### src/assert_macros.svh
// ----------------------------------------------------------------------------
// assertion macros
// clocked property checks on clk, disabled while arst_n is low
// ----------------------------------------------------------------------------
`ifndef ASSERT_MACROS_SVH
`define ASSERT_MACROS_SVH
`ifndef ASSERT_OFF
// property must hold at every rising clock edge
`define ASSERT_PROP(label, prop, msg) \
	label: assert property (@(posedge clk) disable iff (!arst_n) prop) else $error(msg);
// expression must never be true
`define ASSERT_NEVER(label, expr, msg) \
	label: assert property (@(posedge clk) disable iff (!arst_n) !(expr)) else $error(msg);
`else
`define ASSERT_PROP(label, prop, msg)
`define ASSERT_NEVER(label, expr, msg)
`endif
`endif

### src/fsf_pkg.sv
// ----------------------------------------------------------------------------
// fsf_pkg
// shared constants, types and tap decode functions of the flame stencil filter
// ----------------------------------------------------------------------------
package fsf_pkg;

	localparam int FRAME_WIDTH  = 256;
	localparam int FRAME_HEIGHT = 256;
	localparam int FRAME_PIXELS = FRAME_WIDTH * FRAME_HEIGHT;
	localparam int LAG          = 2 * FRAME_WIDTH + 2;

	localparam int LINE_DEPTH = FRAME_WIDTH - 1;
	localparam int LINE_AW    = $clog2(LINE_DEPTH);

	localparam int CNT_W = $clog2(FRAME_PIXELS + LAG);
	localparam int POS_W = $clog2(FRAME_PIXELS);
	localparam int OFF_W = $clog2(2 * FRAME_WIDTH + 3) + 1;

	localparam int WIN_ROWS   = 5;
	localparam int WIN_COLS   = 5;
	localparam int NUM_TAPS   = 4;
	localparam int NUM_DIGITS = 5;
	localparam int DIGIT_BASE = 9;
	localparam int STEP_W     = $clog2(NUM_DIGITS + 1);

	localparam int PIX_W = 8;
	localparam int SUM_W = PIX_W + 2;

	localparam int CODE_W     = 16;
	localparam int QUOT_W     = CODE_W - 3;
	localparam int MUL_W      = 32;
	localparam int DIV9_MUL   = 58255;
	localparam int DIV9_SHIFT = 19;

	localparam int CFG_IDX_W = 1;

	typedef enum logic [CFG_IDX_W-1:0] {
		CFG_TAP_CODE  = 1'b0,
		CFG_SUM_WRAPS = 1'b1
	} cfg_reg_t;

	typedef logic [PIX_W-1:0]        pix_t;
	typedef logic [3:0]              digit_t;
	typedef logic [2:0]              win_idx_t;
	typedef logic signed [OFF_W-1:0] off_t;

	typedef pix_t [WIN_COLS-1:0]   win_row_t;
	typedef win_row_t [WIN_ROWS-1:0] win_t;

	typedef struct packed {
		win_idx_t row;
		win_idx_t col;
		off_t     off;
	} tap_sel_t;

	typedef tap_sel_t [NUM_TAPS-1:0] tap_sel_arr_t;
	typedef digit_t [NUM_DIGITS-1:0] digit_arr_t;

	// row of a 3x3 position, 0 is the row above
	function automatic logic [1:0] digit_row(digit_t d);
		logic [1:0] r;
		unique case (d)
			4'd0, 4'd1, 4'd2: r = 2'd0;
			4'd3, 4'd4, 4'd5: r = 2'd1;
			4'd6, 4'd7, 4'd8: r = 2'd2;
			default:          r = 2'd0;
		endcase
		return r;
	endfunction

	// column of a 3x3 position, 0 is the column to the left
	function automatic logic [1:0] digit_col(digit_t d);
		logic [1:0] c;
		unique case (d)
			4'd0, 4'd3, 4'd6: c = 2'd0;
			4'd1, 4'd4, 4'd7: c = 2'd1;
			4'd2, 4'd5, 4'd8: c = 2'd2;
			default:          c = 2'd0;
		endcase
		return c;
	endfunction

	// window position and linear offset of one tap plus the shared shift
	function automatic tap_sel_t tap_select(digit_t tap_d, digit_t shift_d);
		tap_sel_t s;
		int       r;
		int       c;
		r     = int'(digit_row(tap_d)) + int'(digit_row(shift_d)) - 2;
		c     = int'(digit_col(tap_d)) + int'(digit_col(shift_d)) - 2;
		s.row = win_idx_t'(2 - r);
		s.col = win_idx_t'(2 - c);
		s.off = off_t'(r * FRAME_WIDTH + c);
		return s;
	endfunction

endpackage

### src/fsf_tap_sum.sv
// ----------------------------------------------------------------------------
// fsf_tap_sum
// picks four window taps, zeroes out-of-range positions, sums and decays
// ----------------------------------------------------------------------------
module fsf_tap_sum (
	input  fsf_pkg::win_t             win,
	input  fsf_pkg::tap_sel_arr_t     sel,
	input  logic [fsf_pkg::POS_W-1:0] pos,
	input  logic                      wraps,
	output fsf_pkg::pix_t             result
);
	import fsf_pkg::*;

	localparam int Q_W = POS_W + 2;

	logic signed [Q_W-1:0] tap_pos [NUM_TAPS];
	logic                  tap_in  [NUM_TAPS];
	pix_t                  tap_val [NUM_TAPS];
	logic [SUM_W-1:0]      sum;
	logic [SUM_W-1:0]      sum_cut;
	pix_t                  quarter;

	always_comb begin
		sum = '0;
		for (int k = 0; k < NUM_TAPS; k++) begin
			tap_pos[k] = $signed({2'b00, pos}) + Q_W'(sel[k].off);
			tap_in[k]  = !tap_pos[k][Q_W-1] && (tap_pos[k] < $signed(Q_W'(FRAME_PIXELS)));
			tap_val[k] = tap_in[k] ? win[sel[k].row][sel[k].col] : '0;
			sum        = sum + SUM_W'(tap_val[k]);
		end
		sum_cut = wraps ? {2'b00, sum[PIX_W-1:0]} : sum;
		quarter = sum_cut[SUM_W-1:2];
		result  = (quarter == '0) ? '0 : quarter - 1'b1;
	end

endmodule

### config.mk
export PLATFORM = sky130hd
export DESIGN_NAME = fsf_tap_sum
export DESIGN_NICKNAME = d
export VERILOG_FILES = /design/src/assert_macros.svh /design/src/fsf_pkg.sv /design/src/fsf_tap_sum.sv
export SDC_FILE = /design/constraint.sdc
export NUM_CORES = 1
export LEC_CHECK = 0
export BUFFER_PORTS_ARGS = -buffer_cell sky130_fd_sc_hd__buf_2
export CORE_UTILIZATION = 50
export DETAILED_ROUTE_END_ITERATION = 12
export PLACE_DENSITY = 0.86
export SLEW_MARGIN = 40
export SYNTH_ARGS = -nofsm -noshare
export SYNTH_HDL_FRONTEND = slang
export SYNTH_SLANG_ARGS = --single-unit
### constraint.sdc
create_clock -name vclk -period 11.9
set_input_delay 2.38 -clock vclk [all_inputs]
set_output_delay 2.38 -clock vclk [all_outputs]
set_load 0.005 [all_outputs]
Yosys cells after proc, flatten, opt, wreduce, memory -nomap -nowiden:

Index checks and enable logic that the tools add are counted.

* reduce and logical (&&, ||, !) cells: 9
* $add $sub $neg: 8
* mux-type cells: 22
* magnitude comparators: 12

Operators by type and width (count)
* $bmux 40 s3: 4
* $mux 40: 4
* $bmux 8 s3: 4
* $add 17x11->18: 4
* $lt 18x18->1 const B: 4
* $mux 8: 9
* $lt 3x4->1 const B: 8
* $add 10x8->10: 1
* $add 9x8->10: 1
* $mux 10: 1
* $add 8x8->9: 1
* $logic_not 8->1: 1
* $sub 8x1->8 const B: 1
* $logic_and 1x1->1: 4
* $logic_not 1->1: 4

* output and inout port bits: 8
* flip-flop bits (word level): 0
* input port bits: 285
* logic and storage cells: 51

Depth between registers and ports, before layout:

* word-level depth: 11
* depth in mapped cells: 26
* depth with buffers taken out: 26

Least setup slack after synthesis:

OpenSTA, ideal clock, no wires.

* kind: input to output
* start: input port sel[18] (netlist name)
* end: output port result[7]
* buffers on the path: 0
* cell stages on the path: 25
* path slack: 1.534 ns
* data arrival time: 7.986 ns
* cell sequence: ha_1 > a31o_1 > a21o_1 > a21o_1 > a21o_1 > a21o_1 > a2111oi_0 > o31ai_1 > a221oi_2 > nor2_1 > fa_1 > fa_1 > nor2b_1 > o221ai_2 > nor2_1 > fa_1 > a21o_1 > a21oi_1 > o21bai_1 > a21oi_1 > xnor2_1 > nand3_1 > mux2_4 > o31ai_2 > o31a_1

* cells in the longest elaborated chain, start to end: 10
* elaborated cells between the ends (all ways): 12
* those cells by class: add/sub (5); order compare (1); mux (3); reduce/logical (3)

Ends and longest elaborated chain
* start: declaration: line fsf_tap_sum.sv:7 `input fsf_pkg::tap_sel_arr_t sel,`
* $add 17x11->18 (*): line fsf_tap_sum.sv:26 `tap_pos[k] = $signed({2'b00, pos}) + Q_W'(sel[k].off);`
* $lt 18x18->1 / $logic_not 1->1 (equally long branches): line fsf_tap_sum.sv:27 `tap_in[k] = !tap_pos[k][Q_W-1] && (tap_pos[k] < $signed(Q_W'(FRAME_PIXELS)));`
* $logic_and 1x1->1 (*): line fsf_tap_sum.sv:27
* $mux 8 (*): line fsf_tap_sum.sv:28 `tap_val[k] = tap_in[k] ? win[sel[k].row][sel[k].col] : '0;`
* $add 8x8->9 (*): line fsf_tap_sum.sv:29 `sum = sum + SUM_W'(tap_val[k]);`
* $add 9x8->10 (*): line fsf_tap_sum.sv:29
* $add 10x8->10 (*): line fsf_tap_sum.sv:29
* $mux 10 (*): line fsf_tap_sum.sv:31 `sum_cut = wraps ? {2'b00, sum[PIX_W-1:0]} : sum;`
* $sub 8x1->8 / $logic_not 8->1 (equally long branches): line fsf_tap_sum.sv:33 `result = (quarter == '0) ? '0 : quarter - 1'b1;`
* $mux 8 (*): line fsf_tap_sum.sv:33
* end: declaration: line fsf_tap_sum.sv:10 `output fsf_pkg::pix_t result`

Every way passes the cells marked *; elsewhere a longest branch is shown, timed or not.

Final worst setup path:

* start: input port pos[1] (netlist name)
* end: output port result[4]

* cells in the longest elaborated chain, start to end: 10
* elaborated cells between the ends (all ways): 27
* those cells by class: add/sub (8); order compare (4); mux (6); reduce/logical (9)

Ends and longest elaborated chain
* start: declaration: line fsf_tap_sum.sv:8 `input logic [fsf_pkg::POS_W-1:0] pos,`
* $add 17x11->18: line fsf_tap_sum.sv:26
* $lt 18x18->1 / $logic_not 1->1 (equally long branches): line fsf_tap_sum.sv:27
* $logic_and 1x1->1: line fsf_tap_sum.sv:27
* $mux 8: line fsf_tap_sum.sv:28
* $add 8x8->9: line fsf_tap_sum.sv:29
* $add 9x8->10: line fsf_tap_sum.sv:29
* $add 10x8->10 (*): line fsf_tap_sum.sv:29
* $mux 10 (*): line fsf_tap_sum.sv:31
* $sub 8x1->8 / $logic_not 8->1 (equally long branches): line fsf_tap_sum.sv:33
* $mux 8 (*): line fsf_tap_sum.sv:33

Marked as above.

==> flow_summary.toml <==
[outcome]
status = "finished clean"

[setup_path]
slowest_delay_ns = 0.59
cp_slowest_cell = "fa_1"
crit_arrival_ns = 8.87
cp-end-kind = "output pin"
crit_path_frequent_cell = "a21o_1"
crit_fanout = 8
setup.worst_path.start_class = "input pin"
worstSetupPathType = "input pin to output pin"
required_ns = 9.52

[logic_synthesis]
syn-num-nets = 1360
ys_types = 72
yosysWarnings = 0
netlist_area_um2 = 9460
ys_seq_area_share_pct = 0
syn_area_per_cell_um2 = 9.60
syn_inst = 986

[min_path]
hold_class = "input pin to output pin"
min_path_cells = 4

[finish]
fin_util_pct = 60.2
synthToLayoutAreaGrowth_pct = 16.3
final_cell_mix = "291 x buf_2, 167 x mux4_2, 88 x a21oi_1"
regArea_um2 = 0
layout_commonest_cell = "buf_2"
num-fill-cells = 1505
nets = 1584
clkbuf_count = 0
drive_gt1_share_pct = 41.1
seq_cells = 0

[sta]
fin_tns_setup_ns = 0
post-route-period-util_pct = 94.5
grt_setup_unrepaired = "no"
fmax_mhz = 88.9
worst_pin_slew_ns = 0.886
finalSetupViolCount = 0
relSlewSlack_pct = 40.7
slew_violations = 0
finalHoldViolCount = 0
finalCriticalPeriod_ns = 11.25

[floorplanning]
start_util_pct = 51.8
die_w_um = 140
dieArea_um2 = 19500
ios = 293
placementRows = 49
core_um2 = 18300
fp.dieH_um = 140

[clock_tree]
post-cts-setup-buffer-count = 0
post_cts_resized = 0
cts_hold_buf = 0

[drt]
vias = 10500
dr.pass1.iters = 7
detail-route-antenna-nets = 0
wl_mm = 35.3
drc_errors = 0
viasPerCell = 7.26
wl_per_cell_um = 24.4
drt_iter0_drc = 1437

[placement]
portBuffers = 293
hpwl_mm = 27.9
place.gp.congestion = 0.974

[global_route]
grt_pass1_wl_mm = 55.1
first_global_vias = 10400
grt.total_usage_pct = 35.7
antenna_found_initial = 8
grt_max_degree = 38
gr-total-overflow = 0

[power]
irDropWorstVdd_v = 0.0000304
leakage_nw = 4.73
power_density_nw_per_um2 = 50.7

[flow_run]
cap_viol_max_count = 0
-- report_power, final --
| group | switching (mW) | internal, mW |
|---|---|---|
| clock network | 0 | 0.0000000675 |
| registers | 0 | 0 |
| logic | 0.296 | 0.262 |
-- synth_stat cells, drive strengths merged (3+ instances only) --
master,count,area [um2]
a21oi,88,440
o21a,11,82.6
o22ai,12,75.1
or3,4,25.0
mux2,3,37.5
o31ai,5,42.5
buf,34,161
nand2,48,180
nand4,4,25.0
a21boi,8,60.1
a221o,6,60.1
nand2b,21,131
nor2,83,312
inv,41,154
mux2i,83,843
a31oi,15,93.8
fa,16,320
o21bai,4,30.0
mux4,167,3760
a221oi,4,47.6
and3,8,50.1
a22oi,24,180
nand3,16,80.1
a21o,12,90.1
nor4,7,58.8
a31o,5,43.8
o22a,23,201
clkbuf,51,193
nor3,4,20.0
ha,73,913
or4,3,22.5
o21ai,37,185
a211oi,3,27.5
o211ai,17,133
xnor2,5,43.8
nor2b,9,56.3
a32oi,6,52.6
-- layer usage --
metal	vias up	wire length, um	track usage, %
li1	4485	-	-
met1	4931	12300	44.5
met2	851	16700	60.5
met3	197	4530	7.67
met4	6	1720	13.9
met5	-	37	0
-- area by class of cell --
class                      count  area, um2  area share, %
antenna                        6       15.0          0.136
inverter                      42        158           1.43
multi-input combinational    858       8950           81.3
tap                          229        287           2.60
timing repair buffer         308       1600           14.5
-- critical path: cells and delay by family --
| family | cells | cell delay, ns |
|---|---|---|
| AO/OA/AOI/OAI | 12 | 2.98 |
| XOR/XNOR | 1 | 0.26 |
| AND/OR/NAND/NOR | 7 | 1.28 |
| adder cells (fa/ha/maj) | 4 | 1.72 |
| buffers and inverters | 2 | 0.26 |
-- through the flow --
step | power, mW | hold slack, ns | std cells | instance area [um2] | worst slack (ns)
2_1_floorplan | 0.366 | 5.01 | 986 | 9460 | 1.53
3_3_place_gp | 0.526 | 5.25 | 1437 | 11000 | 0.856
3_5_place_dp | 0.542 | 5.27 | 1437 | 11000 | 0.567
4_1_cts | 0.545 | 5.27 | 1437 | 11000 | 0.538
5_1_grt | 0.602 | 5.31 | 1442 | 11000 | 0.224
6_report | 0.558 | 5.27 | 1443 | 11000 | 0.650
-- logic make-up after synthesis --
group           synth area share, %
xor+xnor                      0.555
mux                            49.1
fa+ha+maj                      13.0
buf+inv                        5.50
simple gates                   10.9
compound gates                 21.0
-- path summary, 6_finish.rpt --
path,from,end,slack (ns)
max,pos[1],result[4],0.65
min,wraps,result[7],5.27
Power figures use the tool's default switching activity.
