**src/assert_macros.svh**
```systemverilog
// ----------------------------------------------------------------------------
// assertion macros
// clocked property checks on clk, disabled while arst_n is low
// ----------------------------------------------------------------------------
`ifndef ASSERT_MACROS_SVH
`define ASSERT_MACROS_SVH
`ifndef ASSERT_OFF
// property must hold at every rising clock edge
`define ASSERT_PROP(label, prop, msg) \
	label: assert property (@(posedge clk) disable iff (!arst_n) prop) else $error(msg);
// expression must never be true
`define ASSERT_NEVER(label, expr, msg) \
	label: assert property (@(posedge clk) disable iff (!arst_n) !(expr)) else $error(msg);
`else
`define ASSERT_PROP(label, prop, msg)
`define ASSERT_NEVER(label, expr, msg)
`endif
`endif

```
**src/fsf_pkg.sv**
```systemverilog
// ----------------------------------------------------------------------------
// fsf_pkg
// shared constants, types and tap decode functions of the flame stencil filter
// ----------------------------------------------------------------------------
package fsf_pkg;

	localparam int FRAME_WIDTH  = 256;
	localparam int FRAME_HEIGHT = 256;
	localparam int FRAME_PIXELS = FRAME_WIDTH * FRAME_HEIGHT;
	localparam int LAG          = 2 * FRAME_WIDTH + 2;

	localparam int LINE_DEPTH = FRAME_WIDTH - 1;
	localparam int LINE_AW    = $clog2(LINE_DEPTH);

	localparam int CNT_W = $clog2(FRAME_PIXELS + LAG);
	localparam int POS_W = $clog2(FRAME_PIXELS);
	localparam int OFF_W = $clog2(2 * FRAME_WIDTH + 3) + 1;

	localparam int WIN_ROWS   = 5;
	localparam int WIN_COLS   = 5;
	localparam int NUM_TAPS   = 4;
	localparam int NUM_DIGITS = 5;
	localparam int DIGIT_BASE = 9;
	localparam int STEP_W     = $clog2(NUM_DIGITS + 1);

	localparam int PIX_W = 8;
	localparam int SUM_W = PIX_W + 2;

	localparam int CODE_W     = 16;
	localparam int QUOT_W     = CODE_W - 3;
	localparam int MUL_W      = 32;
	localparam int DIV9_MUL   = 58255;
	localparam int DIV9_SHIFT = 19;

	localparam int CFG_IDX_W = 1;

	typedef enum logic [CFG_IDX_W-1:0] {
		CFG_TAP_CODE  = 1'b0,
		CFG_SUM_WRAPS = 1'b1
	} cfg_reg_t;

	typedef logic [PIX_W-1:0]        pix_t;
	typedef logic [3:0]              digit_t;
	typedef logic [2:0]              win_idx_t;
	typedef logic signed [OFF_W-1:0] off_t;

	typedef pix_t [WIN_COLS-1:0]   win_row_t;
	typedef win_row_t [WIN_ROWS-1:0] win_t;

	typedef struct packed {
		win_idx_t row;
		win_idx_t col;
		off_t     off;
	} tap_sel_t;

	typedef tap_sel_t [NUM_TAPS-1:0] tap_sel_arr_t;
	typedef digit_t [NUM_DIGITS-1:0] digit_arr_t;

	// row of a 3x3 position, 0 is the row above
	function automatic logic [1:0] digit_row(digit_t d);
		logic [1:0] r;
		unique case (d)
			4'd0, 4'd1, 4'd2: r = 2'd0;
			4'd3, 4'd4, 4'd5: r = 2'd1;
			4'd6, 4'd7, 4'd8: r = 2'd2;
			default:          r = 2'd0;
		endcase
		return r;
	endfunction

	// column of a 3x3 position, 0 is the column to the left
	function automatic logic [1:0] digit_col(digit_t d);
		logic [1:0] c;
		unique case (d)
			4'd0, 4'd3, 4'd6: c = 2'd0;
			4'd1, 4'd4, 4'd7: c = 2'd1;
			4'd2, 4'd5, 4'd8: c = 2'd2;
			default:          c = 2'd0;
		endcase
		return c;
	endfunction

	// window position and linear offset of one tap plus the shared shift
	function automatic tap_sel_t tap_select(digit_t tap_d, digit_t shift_d);
		tap_sel_t s;
		int       r;
		int       c;
		r     = int'(digit_row(tap_d)) + int'(digit_row(shift_d)) - 2;
		c     = int'(digit_col(tap_d)) + int'(digit_col(shift_d)) - 2;
		s.row = win_idx_t'(2 - r);
		s.col = win_idx_t'(2 - c);
		s.off = off_t'(r * FRAME_WIDTH + c);
		return s;
	endfunction

endpackage

```
**src/fsf_tap_decode.sv**
```systemverilog
// ----------------------------------------------------------------------------
// fsf_tap_decode
// splits the tap code into base-9 digits, one per cycle, and keeps tap selects
// ----------------------------------------------------------------------------
module fsf_tap_decode (
	input  logic                       clk,
	input  logic                       arst_n,
	input  logic                       load,
	input  logic [fsf_pkg::CODE_W-1:0] code,
	output logic                       busy,
	output fsf_pkg::tap_sel_arr_t      sel
);
	import fsf_pkg::*;

	logic [CODE_W-1:0] work_q;
	logic [STEP_W-1:0] step_q;
	logic              busy_q;
	digit_arr_t        digit_q;
	tap_sel_arr_t      sel_q;

	logic [MUL_W-1:0]  prod;
	logic [QUOT_W-1:0] quot;
	logic [CODE_W-1:0] times9;
	logic [CODE_W-1:0] rem;
	logic              fix;
	digit_t            digit;
	logic [QUOT_W-1:0] quot_fix;

	// divide by nine through the reciprocal, then one correction step
	always_comb begin
		prod     = MUL_W'(work_q) * MUL_W'(DIV9_MUL);
		quot     = prod[DIV9_SHIFT +: QUOT_W];
		times9   = {quot, 3'b000} + CODE_W'(quot);
		rem      = work_q - times9;
		fix      = rem >= CODE_W'(DIGIT_BASE);
		digit    = fix ? digit_t'(rem - CODE_W'(DIGIT_BASE)) : digit_t'(rem);
		quot_fix = fix ? quot + 1'b1 : quot;
	end

	always_ff @(posedge clk or negedge arst_n) begin
		if (!arst_n) begin
			work_q  <= '0;
			step_q  <= '0;
			busy_q  <= 1'b0;
			digit_q <= '0;
		end else if (load) begin
			work_q <= code;
			step_q <= '0;
			busy_q <= 1'b1;
		end else if (busy_q) begin
			if (step_q == STEP_W'(NUM_DIGITS)) begin
				busy_q <= 1'b0;
			end else begin
				digit_q <= {digit, digit_q[NUM_DIGITS-1:1]};
				work_q  <= CODE_W'(quot_fix);
				step_q  <= step_q + 1'b1;
			end
		end
	end

	// lowest digit is the shift, the next four are the taps
	always_ff @(posedge clk or negedge arst_n) begin
		if (!arst_n) begin
			for (int k = 0; k < NUM_TAPS; k++) begin
				sel_q[k] <= tap_select('0, '0);
			end
		end else begin
			for (int k = 0; k < NUM_TAPS; k++) begin
				sel_q[k] <= tap_select(digit_q[k+1], digit_q[0]);
			end
		end
	end

	assign busy = busy_q;
	assign sel  = sel_q;

endmodule

```
**config.mk**
```make
export PLATFORM = sky130hd
export DESIGN_NAME = fsf_tap_decode
export DESIGN_NICKNAME = d
export VERILOG_FILES = /design/src/assert_macros.svh /design/src/fsf_pkg.sv /design/src/fsf_tap_decode.sv
export SDC_FILE = /design/constraint.sdc
export NUM_CORES = 1
export LEC_CHECK = 0
export BUFFER_PORTS_ARGS = -buffer_cell sky130_fd_sc_hd__buf_2
export CORE_MARGIN = 5
export CORE_UTILIZATION = 54
export DETAILED_ROUTE_END_ITERATION = 8
export PLACE_DENSITY = 0.73
export SETUP_SLACK_MARGIN = 0.5
export SLEW_MARGIN = 20
export SYNTH_ARGS = -nofsm -noshare
export SYNTH_HDL_FRONTEND = slang
export SYNTH_SLANG_ARGS = --single-unit
```
**constraint.sdc**
```tcl
create_clock -name clk -period 9.5 [get_ports clk]
set_input_delay 0.475 -clock clk [delete_from_list [all_inputs] [get_ports clk]]
set_output_delay 0.475 -clock clk [all_outputs]
set_load 0.005 [all_outputs]
```
* After elaboration in Yosys (flattened, before gate mapping)
Memories as Yosys holds them, arrays and structs flattened.
Cells that the tools add are included.
** Storage, ports and cells
- Register bits :: 108
- Bits in read-only memories :: 512
- Bits of input ports :: 19
- Output and inout port bits :: 69
- Logic and storage cells :: 89
- Memories kept :: 16
** Cells by class
- Add/sub/neg operators :: 33
- $mul :: 1
- Magnitude comparators :: 1
- Eq/ne operators :: 2
- Muxes and demuxes :: 11
- Bitwise logic cells :: 2
- Reductions and logical operators :: 3
** Memories
- (name not given) :: words 16, width 2, read ports 1, clocked after Yosys merged registers in 0, write ports 0, RTL line fsf_pkg.sv:62 : unique case (d)
- (name not given) :: words 16, width 2, read ports 1, clocked after Yosys merged registers in 0, write ports 0, RTL line fsf_pkg.sv:62
- (name not given) :: words 16, width 2, read ports 1, clocked after Yosys merged registers in 0, write ports 0, RTL line fsf_pkg.sv:74 : unique case (d)
- (name not given) :: words 16, width 2, read ports 1, clocked after Yosys merged registers in 0, write ports 0, RTL line fsf_pkg.sv:74
- (name not given) :: words 16, width 2, read ports 1, clocked after Yosys merged registers in 0, write ports 0, RTL line fsf_pkg.sv:62
- (name not given) :: words 16, width 2, read ports 1, clocked after Yosys merged registers in 0, write ports 0, RTL line fsf_pkg.sv:62
- 10 more memories
** Operators with widths (count)
- 2-to-1 mux 16 bit :: 3
- adder 11 x 4 -> 11 bit :: 4
- multiplier 16 x 16 -> 32 bit (second input constant) :: 1
- adder 2 x 2 -> 3 bit :: 8
- subtractor 3 bit (first input constant) :: 8
- adder 16 x 13 -> 16 bit :: 1
- >= comparator 16 x 4 -> 1 bit (second input constant) :: 1
- subtractor 16 bit :: 1
- subtractor 3 x 2 -> 4 bit (second input constant) :: 4
- adder 13 x 1 -> 13 bit (second input constant) :: 1
- 2-to-1 mux 13 bit :: 1
- subtractor 3 x 2 -> 3 bit (second input constant) :: 4
- 2-to-1 mux 3 bit :: 3
- 2-to-1 mux 4 bit :: 1
- subtractor 4 bit (second input constant) :: 1
- adder 3 x 1 -> 3 bit (second input constant) :: 1
- == test 3 bit (second input constant) :: 1
- 2-to-1 mux 1 bit :: 3
- AND reduction 3 bit :: 1
- != test 2 bit (second input constant) :: 1
- inverter 1 bit :: 2
- AND reduction 2 bit :: 1
- nonzero test 2 bit :: 1

* Longest topological paths before layout
Gate-level depths: netlist (run 1).
- Depth after elaboration :: 8
- Depth in mapped cells :: 35
- Depth with buffers taken out :: 34

* Worst setup path after synthesis (run 1)
OpenSTA, ideal clock, no wires.
- Kind :: register to register
- From :: register work_q[10]
- To :: register work_q[11]
- Library setup time :: 0.126 ns
- Data arrival time :: 8.447 ns
- Data required time :: 9.374 ns
- Setup slack :: 0.927 ns
- Cell stages (with the launch flop) :: 33
- Path buffers :: 1
- Period minus slack after synthesis :: 8.573 ns
- Cell sequence :: dfrtp_1 > inv_1 > fa_1 > inv_1 > ha_1 > inv_1 > fa_1 > inv_1 > fa_1 > fa_1 > inv_1 > fa_1 > inv_1 > ha_1 > and3_1 > buf_2 > nand4_1 > a311o_1 > o211ai_2 > a21oi_1 > a311oi_2 > xnor2_1 > ha_1 > ha_1 > a2111oi_2 > a211oi_1 > or2_0 > or3_1 > a2111o_1 > a211oi_4 > nor4_1 > xor2_1 > a221o_1
** Between the ends
- Cells in the longest elaborated chain, start to end :: 8
- Elaborated cells on any way between the ends :: 9
- Classes of those cells :: add/sub (3); mul (1); order compare (1); mux (4)
** RTL lines
- start: declaration :: RTL line fsf_tap_decode.sv:15 : logic [CODE_W-1:0] work_q;
- start signal: assignment :: RTL line fsf_tap_decode.sv:47 : work_q <= code;
- start signal: assignment :: RTL line fsf_tap_decode.sv:55 : work_q <= CODE_W'(quot_fix);
- multiplier 16 x 16 -> 32 bit :: RTL line fsf_tap_decode.sv:31 : prod = MUL_W'(work_q) * MUL_W'(DIV9_MUL);
- adder 16 x 13 -> 16 bit :: RTL line fsf_tap_decode.sv:33 : times9 = {quot, 3'b000} + CODE_W'(quot);
- subtractor 16 bit :: RTL line fsf_tap_decode.sv:34 : rem = work_q - times9;
- >= comparator 16 x 4 -> 1 bit :: RTL line fsf_tap_decode.sv:35 : fix = rem >= CODE_W'(DIGIT_BASE);
- 2-to-1 mux 13 bit * :: RTL line fsf_tap_decode.sv:37 : quot_fix = fix ? quot + 1'b1 : quot;
- 2-to-1 mux 16 bit * :: RTL line fsf_tap_decode.sv:51 : if (step_q == STEP_W'(NUM_DIGITS)) begin
- 2-to-1 mux 16 bit * :: RTL line fsf_tap_decode.sv:50 : end else if (busy_q) begin
- 2-to-1 mux 16 bit * :: RTL line fsf_tap_decode.sv:46 : end else if (load) begin
Mark *: on every way between the ends. The rest lies on a longest branch, timed or not. The select of a mux whose other input is x is not followed.
A chain may end at the register's enable or synchronous reset.

* Worst setup path after layout (run 1)
- From :: register work_q[8]
- To :: register work_q[5]
Same word-level chain as after synthesis.

==> results by group, run 1 <==
STA
  – Worst Tran Pin Value: 1.09 ns
  – Clk_skew: approximately 0.0073 ns
  – Final Hold Viols: 0
  – Tmin final: 8.75 ns
  – Slew Limit Headroom: a little over a quarter
  – Setup_tns: 0 ns
  – Fmax: roughly 110 MHz
  – Setup Viol. Count Final: 0
  – Final worst-path cycle share: 92.2%
  – RSZ-0062 raised after global routing: false
  – Slew Viols, Final: 0

Die
  – Core area: 18700 µm²
  – Die width: around 150 µm
  – Die Y: approximately 150 µm
  – # rows: 50
  – Initial core utilization: a little over half
  – I/O pin total: 88
  – Die area: 21900 µm²

Run
  – Max-cap check violation count: 0

Global route
  – Global-route wire length before repair: 37100 µm
  – Total gr overflow: 0
  – Largest net degree at the start of global routing: 89
  – Total GRT Usage: 20.9%
  – Vias in the first global route: approximately 7600
  – Initial antenna violation count: 0

Route
  – Vias: 7751
  – Uppermost layer routed: met4
  – Metal3 WL: 1180 µm
  – Mean number of vias per cell: around 5.5
  – DRT iter0 DRCs: between 400 and 500
  – # DRC: 0
  – Antenna Nets Post-Route: 0
  – Routed wire length: 23200 µm
  – Met2 WL post-DR: 11500 µm
  – Wl on met1: 10000 µm
  – WL/cell: 16.4 µm
  – Drt pass-1 iters: 5

Critical path
  – R2R cell count: 30
  – Crit path kind: reg2reg
  – Startpoint Class: flip-flop
  – WP data required: 9.68 ns
  – Crit. Startpoint: work_q[8]$_DFFE_PN0P_
  – Worst path bufs/invs: 7
  – R2R Setup Slk: 0.75 ns
  – Critical Path AT: 8.94 ns
  – CP max-delay cell: fa_1
  – R2R Path Start: work_q[8]$_DFFE_PN0P_
  – CP delay by family, top: adder cells
  – CP max FO: 11
  – RR Endpoint: work_q[5]$_DFFE_PN0P_
  – Critical path's most frequent cell: fa_1
  – Crit. End Element: flip-flop
  – CP peak stage delay: 0.56 ns

Clock network
  – CTS root buf: clkbuf_16
  – Clk pin slew, worst setup/hold paths: 0.07 ns
  – TritonCTS Buffers: 9
  – Clock Path Buffers: 2
  – CTS tree: done
  – H-Tree Depth: 3
  – Num Clock Sinks: 88
  – Worst skew pair latency: approximately 0.34 ns

Finish
  – Area growth from synthesis to layout: 14.2%
  – Layout net count: 1477
  – # fillers: 1511
  – Post-route cell area: 11700 µm²
  – Inserted Diodes: 0
  – Fraction of final layout cells sized beyond drive strength 1: between 20% and 30%

Synthesis
  – Syn Std Cell Area: 10300 µm²
  – Yosys warnings: 0
  – Post-Synthesis Cells: 1072
  – Post-synth EDFFs: 0
  – Post-synthesis sequential area ratio: between 20% and 30%
  – Ys async rst share: 100%
  – Synth cell types: 66
  – Seq cells post-synth: 88
  – Avg Synthesized Cell Area: 9.58 µm²
  – Synth Flop Type: dfrtp_1
  – Post-Synthesis Net Count: between 1000 and 1500

Place
  – GPL Wtd Cong: 0.970
  – Count of input and output buffers: 87
  – DP HPWL: 18600 µm
  – Placed Area: 10900 µm²

Min path
  – Min-Delay Path Class: in2async

Status
  – Status: complete, no violations
flip-flops by register name, summed over array words and instances, names as in the netlist:
name,count
step_q,3
work_q,16
sel,48
busy,1
digit_q,20
area by class of cell:
type / instances / area [µm²] / share of cell area [%]
Clock buffer: 10 / 229 / 1.95
Timing Repair Buffer: 133 / 795 / 6.77
Multi-Input combinational cell: 733 / 7310 / 62.3
Clock inverter: 6 / 75.1 / 0.640
Sequential cell: 88 / 2250 / 19.2
Tap cell: 234 / 293 / 2.50
Inverter: 209 / 785 / 6.69
stage by stage:
step | utilization (%) | std cells | hold WS, ns | worst slack, ns
final | 62.7 | 1413 | 0.196 | 0.746
after global routing | 62.7 | 1413 | 0.259 | 0.384
after CTS | 60.6 | 1396 | 0.331 | 0.504
after detailed placement | 58.5 | 1376 | 0.543 | 0.0798
after global placement | 58.5 | 1376 | 0.524 | 0.261
after floorplan | - | 1072 | 0.179 | 0.927
cell usage after synthesis (3+ instances only):
master | instances | area [µm²]
a2111o_1 | 3 | 33.8
a211oi_1 | 12 | 90.1
a21o_1 | 15 | 113
a21oi_1 | 39 | 195
a311o_1 | 4 | 40.0
a311oi_1 | 3 | 26.3
a31oi_1 | 10 | 62.6
and2_1 | 5 | 31.3
and3_1 | 4 | 25.0
and4_1 | 3 | 26.3
buf_2 | 4 | 20.0
buf_4 | 20 | 150
clkbuf_1 | 17 | 63.8
dfrtp_1 | 60 | 1500
dfstp_2 | 28 | 736
fa_1 | 77 | 1540
ha_1 | 207 | 2590
inv_1 | 209 | 785
mux2_2 | 4 | 45.0
mux2i_1 | 9 | 90.1
nand2_1 | 75 | 282
nand2b_1 | 8 | 50.1
nand3_1 | 8 | 40.0
nand4_1 | 6 | 37.5
nor2_1 | 43 | 161
nor2b_1 | 4 | 25.0
nor3_1 | 13 | 65.1
nor3b_1 | 3 | 22.5
nor4_1 | 3 | 18.8
o211ai_1 | 6 | 45.0
o21a_1 | 4 | 30.0
o21ai_0 | 33 | 165
o21bai_1 | 11 | 82.6
o221ai_1 | 8 | 70.1
o31a_1 | 4 | 35.0
o31ai_1 | 5 | 37.5
or2_2 | 4 | 25.0
or3_1 | 7 | 43.8
xnor2_1 | 43 | 377
xor2_1 | 18 | 158
kinds of logic (layout without fill, tap and decap cells):
family                     count (synthesis)  after routing  share of synthesized area (%)
and+or+nand+nor                          191            191                           8.68
adders and majority gates                284            284                           40.2
DFF                                       88             88                           21.8
buffers and inverters                    251            358                           10.0
muxes                                     13             13                           1.32
AOI/OAI and AO/OA                        183            183                           12.6
xor gates and xnor gates                  62             62                           5.42
cell usage in the layout (no fill, tap or decap), drive strengths merged, types with 18 or more instances in the layout:
cell	synthesis	final
nor2	43	43
xnor2	43	43
dfrtp	60	60
xor2	18	18
o21ai	35	35
ha	207	207
dfstp	28	28
fa	77	77
buf	25	133
nand2	75	75
inv	209	212
a21oi	39	39
how the worst max path moves through the flow:
| stage | to | slack (ns) | depth (start not counted) |
|---|---|---|---|
| CTS | work_q[11]$_DFFE_PN0P_ | 0.50 | 34 |
| global route | work_q[5]$_DFFE_PN0P_ | 0.38 | 34 |
| finish | work_q[5]$_DFFE_PN0P_ | 0.75 | 30 |
| floorplan | work_q[11]$_DFFE_PN0P_ | 0.93 | 32 |
| detailed placement | work_q[5]$_DFFE_PN0P_ | 0.08 | 35 |
| global placement | work_q[5]$_DFFE_PN0P_ | 0.26 | 35 |
per-layer routing:
layer / GRT usage [%] / vias to the layer above
li1: - / 3772
met1: 27.8 / 3719
met2: 36.8 / 226
met3: 2.64 / 34
met4: 4.39 / 0
met5: 0 / -
timing repair:
item                                    in CTS  in global routing
resized for setup                           12                 53
setup buffers                                4                 17
pin swaps                                    4                 15
hold buffers                                 0                  0
endpoints found under the setup margin      17                 17
hold endpoints to repair                     0                  0
Power of run 1 is not shown: default switching activity piles up to over one toggle a cycle in this logic, so the estimate is an artifact.
==> inputs of run 2 (changes only) <==
- HOLD_SLACK_MARGIN: unset -> 0.06
- clock period: 9.5 -> 8.5 ns (I/O delays scaled with it)
==> results by group, run 2 (synthesis results as in run 1) <==
Finish
  – Area growth from synthesis to layout: 25.2%
  – Commonest non-fill, non-tap cell in the layout: inv_1
  – Most frequent cells in the layout: inv_1, ha_1, buf_4
  – # fillers: 1404 (-7.1%)
  – Non-Filler Instances: 1489 (+5.4%)
  – Flip-flop and latch area: 2250 µm² (about the same)
  – Multi-input logic area: 7790 µm² (+6.6%)
  – Inserted Diodes: 0 (unchanged)
  – Fraction of final layout cells sized beyond drive strength 1: 30.3% (+9.8 points)
  – Layout net count: 1553 (+5.1%)
  – Max reg flops: 48 (unchanged)

Route
  – Vias: 8066 (+4.1%)
  – Mean number of vias per cell: 5.42 (-1.2%)
  – DRT iter0 DRCs: 304 (-25%)
  – Routed wire length: 25500 µm (+9.8%)
  – # DRC: 0 (unchanged)
  – Drt pass-1 iters: 5 (unchanged)
  – Antenna Nets Post-Route: 0 (unchanged)
  – WL/cell: 17.1 µm (+4.2%)

Run
  – Max-cap check violation count: 0 (unchanged)

Critical path
  – R2R Setup Slk: -0.06 ns (-0.81 ns)
  – CP peak stage delay: 0.55 ns (about the same)
  – Worst path bufs/invs: 7 (unchanged)
  – Crit path kind: reg2reg
  – Crit. End Element: flip-flop
  – R2R cell count: 33 (+10%)
  – CP delay by family, top: adder cells
  – Crit. path cell count: 33 (+10%)
  – WP data required: 8.68 ns (-1.00 ns)
  – Critical Path AT: 8.74 ns (-0.20 ns)
  – Critical path's most frequent cell: fa_1
  – R2R Path Start: work_q[4]$_DFFE_PN0P_
  – CP max FO: 6 (-5)
  – RR Endpoint: work_q[5]$_DFFE_PN0P_
  – Startpoint Class: flip-flop
  – CP max-delay cell: fa_1

STA
  – Fin worst setup slack: -0.0611 ns (-0.807 ns)
  – Clk_skew: 0.0136 ns (+0.00627 ns)
  – Fmax: 117 MHz (+2.3%)
  – Worst Tran Pin Value: 1.05 ns (-0.0394 ns)
  – Tmin final: 8.56 ns (-0.193 ns)
  – Final worst-path cycle share: 101% (+8.6 points)
  – RSZ-0062 raised after global routing: true
  – Slew Viols, Final: 0 (unchanged)
  – Final Hold Viols: 0 (unchanged)
  – Setup Viol. Count Final: 6 (+6)
  – Slew Limit Headroom: 29.8% (+2.6 points)

Place
  – Count of input and output buffers: 87 (unchanged)
  – DP Cell Count: 1439 (+4.6%)
  – GPL Wtd Cong: 0.903 (-6.9%)
  – DP HPWL: 20200 µm (+8.4%)

Min path
  – Hold Crit Depth: 3
  – Min-Delay Path Class: in2reg
  – Hold EP: work_q[14]$_DFFE_PN0P_
  – Min-delay src: code[14]

Die
  – # rows: 50 (unchanged)
  – Die width: 148 µm (unchanged)
  – Core area: 18700 µm² (unchanged)
  – Initial core utilization: 54.9% (unchanged)
  – Die area: 21900 µm² (unchanged)
  – Die Y: 148 µm (unchanged)
  – I/O pin total: 88 (unchanged)

Global route
  – Largest net degree at the start of global routing: 78 (-12%)
  – Vias in the first global route: 8274 (+9.4%)
  – Initial antenna violation count: 0 (unchanged)
  – Global-route wire length before repair: 40800 µm (+9.9%)
  – Total gr overflow: 0 (unchanged)
  – Total GRT Usage: 23.3% (+2.4 points)

Clock network
  – Clk pin slew, worst setup/hold paths: 0.07 ns (about the same)
  – CTS tree: done
  – Worst skew pair latency: 0.35 ns (about the same)
  – CTS root buf: clkbuf_16
  – H-Tree Depth: 3 (unchanged)
  – Clock Path Buffers: 2 (unchanged)
  – TritonCTS Buffers: 9 (unchanged)
  – Num Clock Sinks: 88 (unchanged)

Status
  – Status: finished with violations
  – Violated checks: negative setup slack
[run 2: worst max path at each step]
stage	startpoint	endpoint
2_1_floorplan	work_q[10]$_DFFE_PN0P_	work_q[8]$_DFFE_PN0P_
4_1_cts	work_q[8]$_DFFE_PN0P_	work_q[7]$_DFFE_PN0P_
3_5_place_dp	work_q[6]$_DFFE_PN0P_	work_q[1]$_DFFE_PN0P_
3_3_place_gp	work_q[5]$_DFFE_PN0P_	work_q[10]$_DFFE_PN0P_
5_1_grt	work_q[4]$_DFFE_PN0P_	work_q[5]$_DFFE_PN0P_
6_report	work_q[4]$_DFFE_PN0P_	work_q[5]$_DFFE_PN0P_
[run 2: worst min-delay path, stage by stage]
cell and delay, ns:
buf_2 0.07, nand2_1 0.04, o31ai_1 0.05
[run 2: layout make-up]
cell class	count	share of cell area, %
sequential	88	17.5
timing repair buffer	209	11.1
clock buffer	10	1.78
inverter	209	6.15
tap	234	2.28
clock inverter	6	0.710
multi-input combinational	733	60.5
[run 2: repair_timing]
item	CTS	global route
pin swaps	12	83
endpoints found under the setup margin	17	17
cloned	1	0
resized for setup	34	71
hold endpoints to repair	4	0
setup buffers	9	23
hold buffers	1	0
[run 2: per-layer routing]
layer | up-vias | global-route usage, % | wire length (µm)
met2 | 188 | 41.5 | 12900
met5 | - | 0 | 0
li1 | 3908 | - | -
met1 | 3921 | 28.5 | 10800
met4 | 0 | 8.73 | 711
met3 | 49 | 3.80 | 1030
[run 2: stage by stage]
stage	setup WS (ns)	utilization [%]	hold WS (ns)	setup TNS, ns	area [µm²]
floorplan	0.291	-	0.129	0	10600
global placement	0.0201	62.7	0.261	0	11700
detailed placement	-0.0494	62.7	0.263	-0.112	11700
CTS	0.0571	65.9	0.265	0	12300
global route	-0.278	68.8	0.283	-3.67	12900
finish	-0.0611	68.8	0.276	-0.114	12900
Power of run 2 is left out for the same reason.
==> inputs of run 3 (changes only) <==
- CTS_BUF_LIST: unset -> sky130_fd_sc_hd__clkbuf_4
- REMOVE_ABC_BUFFERS: unset -> 1
==> results by group, run 3 (synthesis results as in run 1) <==
Status
  – Status: finished with violations
  – Violated checks: negative setup slack

Die
  – I/O pin total: 88 (unchanged)
  – Core area: 18700 µm² (unchanged)
  – Die area: 21900 µm² (unchanged)
  – Initial core utilization: 54.9% (unchanged)
  – Die Y: 148 µm (unchanged)
  – Die width: 148 µm (unchanged)
  – # rows: 50 (unchanged)

Route
  – Drt pass-1 iters: 7 (+2)
  – WL/cell: 16.9 µm (-1.0%)
  – Routed wire length: 26400 µm (+3.7%)
  – Antenna Nets Post-Route: 0 (unchanged)
  – Mean number of vias per cell: 5.42 (about the same)
  – # DRC: 0 (unchanged)
  – DRT iter0 DRCs: 515 (+69%)
  – Vias: 8455 (+4.8%)

Clock network
  – H-Tree Depth: 3 (unchanged)
  – Clock Path Buffers: 2 (unchanged)
  – CTS root buf: clkbuf_4
  – Clk pin slew, worst setup/hold paths: 0.17 ns (+0.10 ns)
  – Num Clock Sinks: 88 (unchanged)
  – TritonCTS Buffers: 9 (unchanged)
  – CTS tree: done
  – Worst skew pair latency: 0.47 ns (+0.12 ns)

Critical path
  – CP peak stage delay: 0.52 ns (-0.03 ns)
  – Crit. End Element: flip-flop
  – Critical Path AT: 8.84 ns (+0.10 ns)
  – RR Endpoint: work_q[10]$_DFFE_PN0P_
  – R2R Path Start: work_q[10]$_DFFE_PN0P_
  – CP max FO: 7 (+1)
  – WP data required: 8.80 ns (+0.12 ns)
  – Crit path kind: reg2reg
  – CP max-delay cell: fa_2
  – Critical path destination: work_q[10]$_DFFE_PN0P_
  – R2R cell count: 32 (-3.0%)
  – R2R Setup Slk: -0.04 ns (+0.02 ns)
  – Crit. Startpoint: work_q[10]$_DFFE_PN0P_
  – Startpoint Class: flip-flop

Global route
  – Total gr overflow: 0 (unchanged)
  – Vias in the first global route: 8769 (+6.0%)
  – Global-route wire length before repair: 43000 µm (+5.6%)
  – Largest net degree at the start of global routing: 76 (-2.6%)
  – Initial antenna violation count: 1 (+1)
  – Total GRT Usage: 24.4% (+1.0 points)

Min path
  – Min-Delay Path Class: in2reg
  – Min-delay src: code[14]
  – Hold Crit Depth: 3 (unchanged)

Finish
  – Max reg flops: 48 (unchanged)
  – Non-Filler Instances: 1560 (+4.8%)
  – Area growth from synthesis to layout: 26.9%
  – Commonest non-fill, non-tap cell in the layout: inv_1
  – Layout net count: 1623 (+4.5%)
  – Most frequent cells in the layout: inv_1, ha_1, buf_4
  – Fraction of final layout cells sized beyond drive strength 1: 32.8% (+2.6 points)

STA
  – Tmin final: 8.54 ns (-0.0176 ns)
  – RSZ-0062 raised after global routing: true
  – Fin worst setup slack: -0.0435 ns (+0.0176 ns)
  – Setup Viol. Count Final: 2 (-4)
  – Worst Tran Pin Value: 1.08 ns (+0.0324 ns)
  – Final Hold Viols: 0 (unchanged)
  – Clk_skew: 0.0275 ns (+0.0139 ns)
  – Fmax: 117 MHz (+0.21%)
  – Final worst-path cycle share: 101% (-0.21 points)
  – Slew Viols, Final: 0 (unchanged)
  – Slew Limit Headroom: 27.6% (-2.2 points)

Run
  – Max-cap check violation count: 0 (unchanged)

Place
  – DP Cell Count: 1504 (+4.5%)
  – DP HPWL: 20600 µm (+2.3%)
  – GPL Wtd Cong: 0.942 (+4.3%)
  – Count of input and output buffers: 87 (unchanged)
[run 3: cell count changes in the layout (fill, tap and decap cells not counted), moves of 4 or more]
cell	delta
buf_4	+66
buf_6	+8
clkbuf_16	-9
clkbuf_4	+9
xnor2_1	+4
[run 3: per-layer routing]
layer / part of all wire, % / global-route usage [%] / vias up
met3: 5.7 / 3.59 / 53
met1: 42 / 31.2 / 4085
met5: 0 / 0 / -
met2: 50 / 43.0 / 271
li1: - / - / 4046
met4: 2.7 / 7.02 / 0
[run 3: worst min path at each step]
stage	end	slack (ns)
after floorplan	busy$_DFF_PN0_	0.13
final	work_q[14]$_DFFE_PN0P_	0.15
after global routing	work_q[13]$_DFFE_PN0P_	0.15
after global placement	sel[9]$_DFF_PN0_	0.27
after CTS	work_q[14]$_DFFE_PN0P_	0.14
after detailed placement	sel[9]$_DFF_PN0_	0.28
[run 3: stage by stage]
stage	utilization, %	instance area (µm²)	TNS [ns]	setup slack, ns	hold slack, ns
floorplan	-	10000	-1.86	-0.298	0.129
global placement	63.7	11900	-3.55	-0.281	0.273
detailed placement	63.7	11900	-5.51	-0.405	0.279
CTS	68.6	12800	0	0.0631	0.141
global route	69.7	13000	-3.63	-0.311	0.149
finish	69.7	13000	-0.0799	-0.0435	0.146
[run 3: final cells by class]
class / instances / area (µm²)
Antenna cell: 1 / 2.50
Clock buffer: 9 / 67.6
Clock inverter: 7 / 86.3
Fill cell: 1337 / 5670
Inverter: 209 / 785
Multi-Input combinational cell: 733 / 7620
Sequential cell: 88 / 2250
Tap cell: 234 / 293
Timing Repair Buffer: 279 / 1930
[run 3: worst max-delay path, delay by kind of cell (launching register included)]
family	cells	cell delay (ns)
compound gates	9	2.27
xor+xnor	2	0.33
fa+ha+maj	9	3.62
buf+inv	7	0.60
flops	1	0.48
simple gates	5	1.05
[run 3: timing repair]
item,CTS,global route
setup buffers,32,6
endpoints found under the setup margin,17,17
resized for setup,114,27
hold buffers,1,0
gates cloned,0,0
pin swaps,88,21
endpoints found under the hold margin,13,0
Power of run 3 is left out for the same reason.
